**src/sv/shbm_pkg.sv**
```systemverilog
`timescale 1ns / 1ps
`default_nettype none

package shbm_pkg;

    localparam int PATTERN_MAX_DEF = 32;
    localparam int LENGTH_BITS_DEF = 16;

    localparam int SYM_W      = 8;
    localparam int POS_W      = 5;
    localparam int SEQ_W      = 2;
    localparam int CNT_W      = 6;
    localparam int MASK_W     = 3;
    localparam int NUM_SEQ    = 3;
    localparam int IN_DATA_W  = 16;
    localparam int OUT_DATA_W = 16;
    localparam int IN_PAD_W   = IN_DATA_W - SYM_W - POS_W - SEQ_W;
    localparam int OUT_PAD_W  = OUT_DATA_W - SEQ_W - CNT_W - 2 - MASK_W;

    localparam logic MODE_LOAD   = 1'b0;
    localparam logic MODE_STREAM = 1'b1;

    localparam logic [SEQ_W-1:0] SEQ_FIRST = 2'd0;
    localparam logic [SEQ_W-1:0] SEQ_FINAL = 2'd2;
    localparam logic [SEQ_W-1:0] SEQ_NONE  = 2'd3;

    typedef enum logic [1:0] {
        STATUS_OK       = 2'd0,
        STATUS_LEN_DIFF = 2'd1,
        STATUS_SHORT    = 2'd2
    } status_t;

    typedef struct packed {
        logic             mode;
        logic [SYM_W-1:0] symbol;
        logic [POS_W-1:0] position;
        logic [SEQ_W-1:0] seq_idx;
        logic             last;
    } item_t;

    typedef struct packed {
        logic [SEQ_W-1:0]  done_sequence;
        logic [CNT_W-1:0]  best_matches;
        status_t           status;
        logic              final_report;
        logic [MASK_W-1:0] best_mask;
    } result_t;

endpackage

`default_nettype wire

```
**src/sv/shbm_score.sv**
```systemverilog
`timescale 1ns / 1ps
`default_nettype none

module shbm_score #(
    parameter int PATTERN_MAX = shbm_pkg::PATTERN_MAX_DEF,
    parameter int LENGTH_BITS = shbm_pkg::LENGTH_BITS_DEF
) (
    input  wire logic                       aclk,
    input  wire logic                       aresetn,
    input  wire shbm_pkg::item_t            item,
    input  wire logic                       step,
    input  wire logic [shbm_pkg::CNT_W-1:0] match_cnt,
    input  wire logic [shbm_pkg::CNT_W-1:0] pattern_len,
    output shbm_pkg::result_t               result
);
    import shbm_pkg::*;

    localparam int FILL_W = $clog2(PATTERN_MAX + 1);

    logic [FILL_W-1:0]      fill_reg, fill_next;
    logic [CNT_W-1:0]       best_reg, best_next;
    logic [CNT_W-1:0]       seq_best_reg [NUM_SEQ];
    logic [CNT_W-1:0]       seq_best_now [NUM_SEQ];
    logic [CNT_W-1:0]       top;
    logic [LENGTH_BITS-1:0] len_reg, len_next;
    logic [LENGTH_BITS-1:0] first_len_reg;
    status_t                sticky_reg, status_now;
    logic                   full;
    logic                   fin;

    always_comb begin
        fill_next = (int'(fill_reg) < PATTERN_MAX) ? fill_reg + 1'b1 : fill_reg;
        full      = int'(fill_next) >= int'(pattern_len);
        best_next = (full && match_cnt > best_reg) ? match_cnt : best_reg;
        len_next  = (len_reg == '1) ? len_reg : len_reg + 1'b1;
        fin       = (item.seq_idx == SEQ_FINAL);

        // length mismatch takes precedence over shortness; first fault sticks
        status_now = sticky_reg;
        if (item.seq_idx != SEQ_FIRST && len_next != first_len_reg
                && status_now == STATUS_OK) begin
            status_now = STATUS_LEN_DIFF;
        end
        if (len_next < LENGTH_BITS'(pattern_len) && status_now == STATUS_OK) begin
            status_now = STATUS_SHORT;
        end

        top = '0;
        for (int i = 0; i < NUM_SEQ; i++) begin
            seq_best_now[i] = (int'(item.seq_idx) == i) ? best_next : seq_best_reg[i];
            if (seq_best_now[i] > top) begin
                top = seq_best_now[i];
            end
        end

        result.done_sequence = item.seq_idx;
        result.best_matches  = best_next;
        result.status        = status_now;
        result.final_report  = fin;
        for (int i = 0; i < NUM_SEQ; i++) begin
            result.best_mask[i] = fin && top != '0 && status_now == STATUS_OK
                                  && seq_best_now[i] == top;
        end
    end

    always_ff @(posedge aclk) begin
        if (!aresetn) begin
            fill_reg      <= '0;
            best_reg      <= '0;
            len_reg       <= '0;
            first_len_reg <= '0;
            sticky_reg    <= STATUS_OK;
            for (int i = 0; i < NUM_SEQ; i++) begin
                seq_best_reg[i] <= '0;
            end
        end else if (step) begin
            if (item.last) begin
                fill_reg <= '0;
                best_reg <= '0;
                len_reg  <= '0;
                for (int i = 0; i < NUM_SEQ; i++) begin
                    if (int'(item.seq_idx) == i) begin
                        seq_best_reg[i] <= best_next;
                    end
                end
                if (item.seq_idx == SEQ_FIRST) begin
                    first_len_reg <= len_next;
                end
                sticky_reg <= fin ? STATUS_OK : status_now;
            end else begin
                fill_reg <= fill_next;
                best_reg <= best_next;
                len_reg  <= len_next;
            end
        end
    end

endmodule

`default_nettype wire
```
**config.mk**
```make
export PLATFORM = sky130hd
export DESIGN_NAME = shbm_score
export DESIGN_NICKNAME = d
export VERILOG_FILES = /design/src/sv/shbm_pkg.sv /design/src/sv/shbm_score.sv
export SDC_FILE = /design/constraint.sdc
export NUM_CORES = 1
export LEC_CHECK = 0
export CAP_MARGIN = 20
export CORE_MARGIN = 1
export CORE_UTILIZATION = 34
export DETAILED_ROUTE_END_ITERATION = 10
export DONT_BUFFER_PORTS = 1
export MAX_ROUTING_LAYER = met4
export PLACE_DENSITY_LB_ADDON = 0.2
export SLEW_MARGIN = 25
export SYNTH_ARGS = -nofsm -noshare
export SYNTH_HDL_FRONTEND = slang
export SYNTH_SLANG_ARGS = --single-unit
```
**constraint.sdc**
```tcl
create_clock -name aclk -period 9.6 [get_ports aclk]
set_clock_uncertainty 0.15 [all_clocks]
set_input_delay 0.96 -clock aclk [delete_from_list [all_inputs] [get_ports aclk]]
set_output_delay 0.96 -clock aclk [all_outputs]
set_load 0.05 [all_outputs]
```
==> impl_metrics.yaml <==
place:
  place_hpwl_mm: 10.8
  gp_congestion: 0.911
  portBuffers: 0
global_route:
  antenna_found_initial: 0
  grt_usage_pct: 20.5
  grt_max_degree: 37
  grt_first_pass_wirelength_mm: 22.8
  grt_pass1_vias: 4435
  overflow: 0
critical_path:
  crit_slowest_cell: "mux2i_4"
  cp.required_ns: 8.49
  critical_path_arrival_ns: 7.81
  worst-path-buf-inv: 3
  critPathMaxFanout: 11
  path_common_cell: "ha_1"
  max_stage_delay_ns: 0.46
  critical_path_class: "reg -> out"
  crit_family: "compound AO/OA/AOI/OAI gates"
  cp-start-kind: "register"
  end_kind: "output port"
floorplan:
  die-width_um: 123
  io_pins: 46
  die_h_um: 123
  start_util_pct: 35.5
  dieArea_um2: 15200
  fp.coreArea_um2: 14100
  std_cell_rows: 43
timing:
  clock.fmax_ghz: 0.112
  layout_min_cycle_time_ns: 8.92
  rsz0062_at_grt: "false"
  slew_headroom_pct: 32.1
  finalSetupViolCount: 0
  worstMarginPinSlew_ns: 1.02
  period_share_pct: 93.0
  hold_violations: 0
  setup_tns_ns: 0
  final_max_slew_viol_count: 0
detailed_routing:
  wl_mm: 14.2
  route.detailed.drc: 0
  vias: 4522
  avgViaCountPerCell: 5.70
  drt_first_pass_iters: 5
  detail-route-antenna-nets: 0
  avgRoutedWirePerCell_um: 17.9
  drt_iter0_drc: 386
worst_hold_path:
  hold_class: "reg -> reg"
power:
  p_total_w: 0.000817
  p_leak_nw: 2.10
  p_per_area_nw_per_um2: 147
  vdd_drop_max_uv: 91.8
synth:
  yosysUniqueCellTypes: 73
  synthArstFlopShare_pct: 0
  synth_top_family_by_area: "simple AND/OR/NAND/NOR gates"
  synth_common_cells: "nand2_1, dfxtp_1, o21ai_0"
  synth-edff-count: 18
  yosysTopAreaCell: "dfxtp_1"
  yosysSeqAreaShare_pct: 29.2
  synth_top_area_share_pct: 18.4
  synth_nets: 675
  syn_avg_cell_area_um2: 8.17
  synth-seq-cells: 64
  synth_mux_area_share_pct: 5.61
  synth-simple-area-share_pct: 22.6
  synth_warnings: 0
  synth.area.top_cells: "dfxtp_1, edfxtp_1, ha_1"
  synth_compound_area_share_pct: 21.2
  synthAdderAreaFrac_pct: 7.76
  synth_area_um2: 5000
  synthFlopType: "dfxtp_1"
  yosys.area_share.xor_xnor_pct: 7.54
  synth.most_common_cell: "nand2_1"
  syn_inst: 612
clock_tree:
  clockRootBuffer: "clkbuf_16"
  cts_buffer_depth: 2
  cts_tree: "done"
  clk_pin_slew_worst_paths_ns: 0.06
  clk_latency_ns: 0.34
  cts_made_buffers: 9
  ctsHtreeMaxLevel: 3
  post-cts-setup-buffer-count: 0
  ctsHoldBuffers: 0
  cts.sinks: 64
status:
  status: "completed"
cells_and_area:
  diodes: 0
  largest_register_ffs: 18
  fin_util_pct: 39.4
  drive_gt1_share_pct: 8.96
  area_growth_pct: 11.1
  final_nets: 672
flow_run:
  cap_violations: 0
-- cell type report --
class	count	area (um2)
Fill cell	1449	8550
Inverter	44	169
Sequential cell	64	1460
Multi-Input combinational cell	478	3280
Clock buffer	13	262
Clock inverter	3	65.1
Timing Repair Buffer	12	90.1
Tap cell	180	225
-- per-stage QoR --
step	hold WS [ns]	cell area, um2	std cells	setup WS [ns]
floorplan	0.295	5000	612	0.163
global placement	0.308	5190	778	0.759
detailed placement	0.318	5190	778	0.619
CTS	0.330	5520	794	0.236
global route	0.349	5550	794	0.00488
finish	0.326	5550	794	0.675
-- timing repair --
action	CTS	global route
endpoints found under the hold margin	0	0
endpoints found under the setup margin	0	3
gates resized for setup	0	7
-- final timing paths --
check | startpoint | endpoint | slack [ns] | cells past startpoint
worst max-delay path | fill_reg[0] | result[1] | 0.68 | 30
worst min register to register | first_len_reg[10] | first_len_reg[10] | 0.33 | 2
worst min-delay path | first_len_reg[10] | first_len_reg[10] | 0.33 | 2
worst max register to register | len_reg[0] | sticky_reg[1] | 5.00 | 14
-- power breakdown --
group / total (W) / internal, W / switching (W) / leakage, nW
Sequential: 0.000287 / 0.000283 / 0.00000428 / 0.558
Clock: 0.000360 / 0.000243 / 0.000117 / 0.159
Combinational: 0.000170 / 0.0000702 / 0.000100 / 1.38
Total: 0.000817 / 0.000595 / 0.000222 / 2.10
-- routing by layer --
layer	GRT usage (%)	routed length, um	vias to the layer above
met5	-	0	-
met4	8.96	384	0
met3	4.11	626	24
met2	33.5	6720	101
met1	24.4	6450	2180
li1	-	-	2217
-- layout by cell type (no fill, tap or decap), drive strengths merged, types with 5 or more instances in the layout --
master  netlist  final
mux2          8      8
mux2i        19     19
o21a          7      7
o211ai        6      6
nor2         38     38
a21boi        5      5
nand4        13     13
o22ai        19     19
nor2b        17     17
nor4          5      5
dfxtp        46     46
nor3         14     14
ha           31     31
edfxtp       18     18
xnor2        24     24
inv          43     42
and2         22     22
clkbuf       17     13
xor2         19     19
nand2        60     60
a21oi        29     29
o21ai        45     45
buf           9     12
a31oi         8      8
nand3        21     21
-- worst reg2reg max path, stage by stage, from the launching register on --
cell,delay [ns]
dfxtp_1,0.43
ha_1,0.33
and4_2,0.32
nand3_1,0.30
o21ai_0,0.61
xnor2_1,0.23
ha_1,0.28
nand3_1,0.11
nor2_1,0.06
a211oi_1,0.22
and2_1,0.20
nand4_1,0.10
or4_1,0.62
or3_1,0.42
o22ai_1,0.15
-- kinds of logic (layout without fill, tap and decap cells) --
family | after synthesis | in the layout
simple gates | 217 | 217
compound gates | 160 | 160
buf+inv | 70 | 72
flops | 64 | 64
xor+xnor | 43 | 43
fa+ha+maj | 31 | 31
mux | 27 | 27
(Power assumes the default switching activity.)
